## src/sv/sprl_pkg.sv

```systemverilog
`default_nettype none
package sprl_pkg;

   localparam int LOCAL_VERTS = 1024;
   localparam int EDGE_SLOTS  = 4096;
   localparam int MAX_DEGREE  = 64;
   localparam int PARTS       = 8;

   localparam int VTX_W  = 20;
   localparam int DIST_W = 31;
   localparam int WT_W   = 10;
   localparam int PIDX_W = 3;
   localparam int LIM_W  = 21;
   localparam int PCNT_W = 4;
   localparam int CSR_W  = 21;

   localparam int LV_W   = $clog2(LOCAL_VERTS);
   localparam int EDGE_W = $clog2(EDGE_SLOTS);
   localparam int FILL_W = EDGE_W + 1;
   localparam int CNT_W  = $clog2(MAX_DEGREE) + 1;
   localparam int PJ_W   = $clog2(PARTS) + 1;

   localparam logic [DIST_W-1:0] DIST_MAX = '1;

   typedef enum logic [1:0] {
      MODE_PART  = 2'd0,
      MODE_EDGE  = 2'd1,
      MODE_RELAX = 2'd2,
      MODE_NONE  = 2'd3
   } mode_type;

   typedef enum logic [1:0] {
      CSR_LOCAL_BASE   = 2'd0,
      CSR_VERTEX_LIMIT = 2'd1,
      CSR_PART_COUNT   = 2'd2,
      CSR_UNUSED       = 2'd3
   } csr_index_type;

   typedef enum logic [2:0] {
      ST_CLEAR,
      ST_IDLE,
      ST_LOOKUP,
      ST_FETCH,
      ST_SUM,
      ST_ROUTE
   } state_type;

   typedef struct packed {
      logic [1:0]        mode;
      logic [VTX_W-1:0]  vertex;
      logic [DIST_W-1:0] distance;
      logic [VTX_W-1:0]  edge_end;
      logic [WT_W-1:0]   edge_weight;
      logic [PIDX_W-1:0] part_index;
      logic [VTX_W-1:0]  part_start;
   } req_type;

   typedef struct packed {
      logic [VTX_W-1:0]  neighbor;
      logic [DIST_W-1:0] new_distance;
      logic [PIDX_W-1:0] dest_part;
      logic              in_range;
      logic              last;
   } rsp_type;

   typedef struct packed {
      logic             start;
      logic [VTX_W-1:0] neighbor;
   } route_req_type;

   typedef struct packed {
      logic              done;
      logic [PIDX_W-1:0] part;
   } route_rsp_type;

endpackage
`default_nettype wire

```

## src/sv/sprl_route.sv

```systemverilog
`default_nettype none
module sprl_route import sprl_pkg::*; (
   input  wire logic              clock,
   input  wire logic              reset,
   input  wire logic              tbl_we,
   input  wire logic [PIDX_W-1:0] tbl_index,
   input  wire logic [VTX_W-1:0]  tbl_data,
   input  wire logic [PCNT_W-1:0] part_count,
   input  wire route_req_type     req,
   output route_rsp_type          rsp
);

   logic [VTX_W-1:0]  tbl_ff [PARTS];
   logic              active_ff, active_in;
   logic [PJ_W-1:0]   j_ff, j_in;
   logic [PIDX_W-1:0] p_ff, p_in;
   logic [VTX_W-1:0]  nb_ff, nb_in;
   logic [PJ_W-1:0]   limit;
   logic              stop;

   always_ff @(posedge clock) begin
      if (tbl_we && 32'(tbl_index) < PARTS) begin
         tbl_ff[tbl_index] <= tbl_data;
      end
   end

   always_comb begin
      limit = (32'(part_count) > PARTS) ? PJ_W'(PARTS) : PJ_W'(part_count);
      // One partition boundary is compared per cycle; the search ends at the
      // first boundary above the neighbor or at the end of the table.
      stop = (j_ff >= limit) || (nb_ff < tbl_ff[j_ff[PJ_W-2:0]]);
      rsp.done = active_ff && stop;
      rsp.part = p_ff;
      active_in = active_ff;
      j_in = j_ff;
      p_in = p_ff;
      nb_in = nb_ff;
      if (req.start) begin
         active_in = 1'b1;
         j_in = PJ_W'(1);
         p_in = '0;
         nb_in = req.neighbor;
      end else if (active_ff) begin
         if (stop) begin
            active_in = 1'b0;
         end else begin
            j_in = j_ff + PJ_W'(1);
            p_in = p_ff + PIDX_W'(1);
         end
      end
   end

   always_ff @(posedge clock) begin
      if (reset) begin
         active_ff <= 1'b0;
      end else begin
         active_ff <= active_in;
      end
      j_ff <= j_in;
      p_ff <= p_in;
      nb_ff <= nb_in;
   end

endmodule
`default_nettype wire

```

## config.mk

```make
export PLATFORM = sky130hd
export DESIGN_NAME = sprl_route
export DESIGN_NICKNAME = d
export VERILOG_FILES = /design/src/sv/sprl_pkg.sv /design/src/sv/sprl_route.sv
export SDC_FILE = /design/constraint.sdc
export NUM_CORES = 1
export LEC_CHECK = 0
export BUFFER_PORTS_ARGS = -buffer_cell sky130_fd_sc_hd__buf_2
export CAP_MARGIN = 20
export CORE_ASPECT_RATIO = 1.5
export CORE_MARGIN = 4
export CORE_UTILIZATION = 60
export CTS_CLUSTER_SIZE = 40
export DETAILED_ROUTE_END_ITERATION = 10
export PLACE_DENSITY = 0.9
export RECOVER_POWER = 50
export SLEW_MARGIN = 20
export SYNTH_ARGS = -nofsm -noshare
export SYNTH_HDL_FRONTEND = slang
export SYNTH_SLANG_ARGS = --single-unit
```

## constraint.sdc

```tcl
create_clock -name clock -period 5 [get_ports clock]
set_input_delay 0.5 -clock clock [delete_from_list [all_inputs] [get_ports clock]]
set_output_delay 0.5 -clock clock [all_outputs]
set_load 0.05 [all_outputs]
```

==> metrics.yaml <==
outcome:
  status: "finished, violations left"
  violations: "capacitance limit, slew limit"
route:
  ant_nets: 0
  wl_um: 14600
  drt_iter0_drc: 342
  post_drt_wl_per_cell_um: 23.9
  dr_total_vias: 3849
  drc_errors: 0
  via_per_inst: 6.30
  firstDrtPassIters: 5
pwr:
  power_density_mw_per_mm2: 405
  p_sw_share_pct: 22.2
  internal_power_w: 0.00275
  seq_power_share_pct: 52.1
  p_leak_nw: 2.92
  p_sw_w: 0.000785
  pwr-share-comb_pct: 8.2
  peakVddDrop_v: 0.000258
  pwr-share-clk_pct: 39.7
timing:
  max_slew_margin_pct: -17.6
  setup_viol: 0
  period_minus_slack_ns: 4.65
  hold_viol_final: 0
  fmax_mhz: 215
  period_share_pct: 93.0
  tightest_slew_ns: 1.76
  rsz0062_at_grt: "no"
  skew_ns: 0.00736
  slew_violations: 34
  fin_ws_ns: 0.348
  timing.setup.tns_ns: 0
worst_hold_path:
  hold_end: "nb_ff[13]"
  worstHoldPathCells: 1
  hp-class: "in2reg"
  hp-start: "req[13]"
logic_synthesis:
  synth_top_family_by_area: "multiplexers"
  synth_edf_count: 180
  syn-cell-area_mm2: 0.00760
  yosysWarningCount: 0
  ys_types: 34
  synthSimpleGateAreaFrac_pct: 3.34
  synth_compound_area_share_pct: 2.30
  yosys.area_share.adder_pct: 4.12
  synth_mux_area_share_pct: 15.3
  async_flop_share_pct: 0
  synth_area_per_cell_um2: 20.5
  ys_seq_area_share_pct: 74.0
  ys.flop_type: "edfxtp_1"
  synthCells: 370
  synth_seq_cells: 191
  synth_xor_area_share_pct: 0
  synth_nets: 446
grt:
  grtUsageTotal_pct: 21.7
  antenna_found_initial: 0
  grt_overflow: 0
  grt_pass1_wl_um: 23000
  grt_pass1_vias: 4057
  grt_max_degree: 40
die:
  initial_core_util_pct: 61.1
  die_h_um: 146
  die-area_mm2: 0.0146
  die_x_um: 99.9
  io_pins: 55
  coreArea_mm2: 0.0124
  rows: 50
cells_and_area:
  layout-drive-gt1-share_pct: 27.7
  fin_nets: 518
  stdcell_count: 611
  diodes: 0
  area_growth_pct: 14.9
  nFillCells: 716
clock_network:
  clkTransAtPathRegs_ns: 0.07
  cts_num_sinks: 191
  clock-root-buffer: "clkbuf_16"
  clockBufferDepth: 2
  cts.repair.resized: 0
  clk_latency_ns: 0.43
  ctsHoldBuffers: 0
  h-tree-depth: 4
  postCtsSetupRepairBufs: 0
  cts_tree: "built"
  cts_made_buffers: 17
run:
  cap_viol_max_count: 1
placement:
  dp.cells: 579
  portBuffers: 54
  place_worst_setup_slack_ns: 0.871
  gp_congestion: 0.819
  dpl.hpwl_um: 8580
critical_path:
  critical_path_class: "reg2out"
  crit_arrival_ns: 4.15
  crit_path_end_kind: "primary output"
  regToRegEndpoint: "p_ff[0]"
  r2r_cells: 10
  cp_max_fo: 24
  required_ns: 4.50
  r2r_slack_ns: 0.90
  start_kind: "flip-flop"
flip-flops by register name, summed over array words and instances, names as in the netlist, named ones only:
register / count
j_ff: 4
p_ff: 3
active_ff: 1
tbl_ff: 160
nb_ff: 20
power groups by stage:
| stage | Sequential [W] | Clock [W] | Combinational, W |
|---|---|---|---|
| final | 0.00184 | 0.00140 | 0.000290 |
| after CTS | 0.00184 | 0.00142 | 0.000293 |
| after global placement | 0.00187 | 0 | 0.000269 |
| after global routing | 0.00185 | 0.00150 | 0.000315 |
| after floorplan | 0.00186 | 0 | 0.000193 |
| after detailed placement | 0.00188 | 0 | 0.000284 |
worst max-delay path by stage:
stage	end	cells past startpoint	slack [ns]
after floorplan	rsp[3]	10	1.12
after global placement	rsp[3]	10	1.00
after detailed placement	rsp[3]	10	0.87
after CTS	rsp[3]	10	0.31
after global routing	rsp[3]	10	0.05
final	rsp[3]	10	0.35
cell usage after synthesis (3+ instances only):
cell type	number	share of area, %
nand4_1	4	0.33
edfxtp_1	180	71
buf_2	4	0.26
nor2b_1	4	0.33
mux4_2	40	12
nand2b_1	9	0.74
ha_1	25	4.1
or4_1	3	0.30
nor2_1	10	0.49
mux2i_1	23	3.0
clkbuf_1	8	0.40
a21oi_1	9	0.59
inv_1	4	0.20
nand2_1	8	0.40
dfxtp_1	11	2.9
per-layer routing:
layer	part of all wire, %	track usage, %	routed length (µm)	up-vias
li1	-	-	-	1670
met1	37	27.4	5450	2008
met2	56	37.1	8160	147
met3	4.9	4.75	713	24
met4	2.0	7.11	291	0
met5	0	0	0	-
layout make-up:
| type | count | area, µm² | area share, % |
|---|---|---|---|
| clock buffers | 17 | 425 | 4.87 |
| clock inverters | 15 | 195 | 2.24 |
| inverters | 4 | 15.0 | 0.172 |
| multi-input cells | 162 | 1930 | 22.1 |
| flip-flops and latches | 191 | 5630 | 64.4 |
| well taps | 156 | 195 | 2.24 |
| repair buffers | 66 | 343 | 3.93 |
metrics by stage:
step	util [%]	hold WS [ns]	cell area (µm²)	total power (W)
after CTS	70.4	0.234	8760	0.00356
after global routing	70.1	0.232	8730	0.00366
after global placement	65.4	0.463	8140	0.00214
after detailed placement	65.4	0.486	8140	0.00216
after floorplan	-	0.483	7600	0.00206
final	70.1	0.245	8730	0.00353
critical path, stage by stage, from the launching register on:
cell      delay (ns)
dfxtp_2         0.74
buf_12          0.31
mux4_2          0.55
mux2i_1         0.30
ha_1            0.22
nand4_1         0.16
or4_1           0.56
a21oi_1         0.18
a221oi_2        0.15
o31a_1          0.31
buf_2           0.21
layout by cell type, fill, tap and decap left out, types with 5 or more instances in the layout:
cell type  count
mux2i_1       23
inv_6          5
buf_2         30
a21oi_1        9
buf_4         11
ha_1          25
edfxtp_1     180
dfxtp_1       10
clkbuf_16     17
nor2_2         6
clkbuf_1      24
nand2b_1       9
nand2_1        8
mux4_2        40
cell families after synthesis:
group,Yosys count
flip-flops,191
multiplexers,66
AND/OR/NAND/NOR,46
AO/OA/AOI/OAI,25
adder cells (fa/ha/maj),25
buffers and inverters,17
Power figures use the tool's default switching activity.
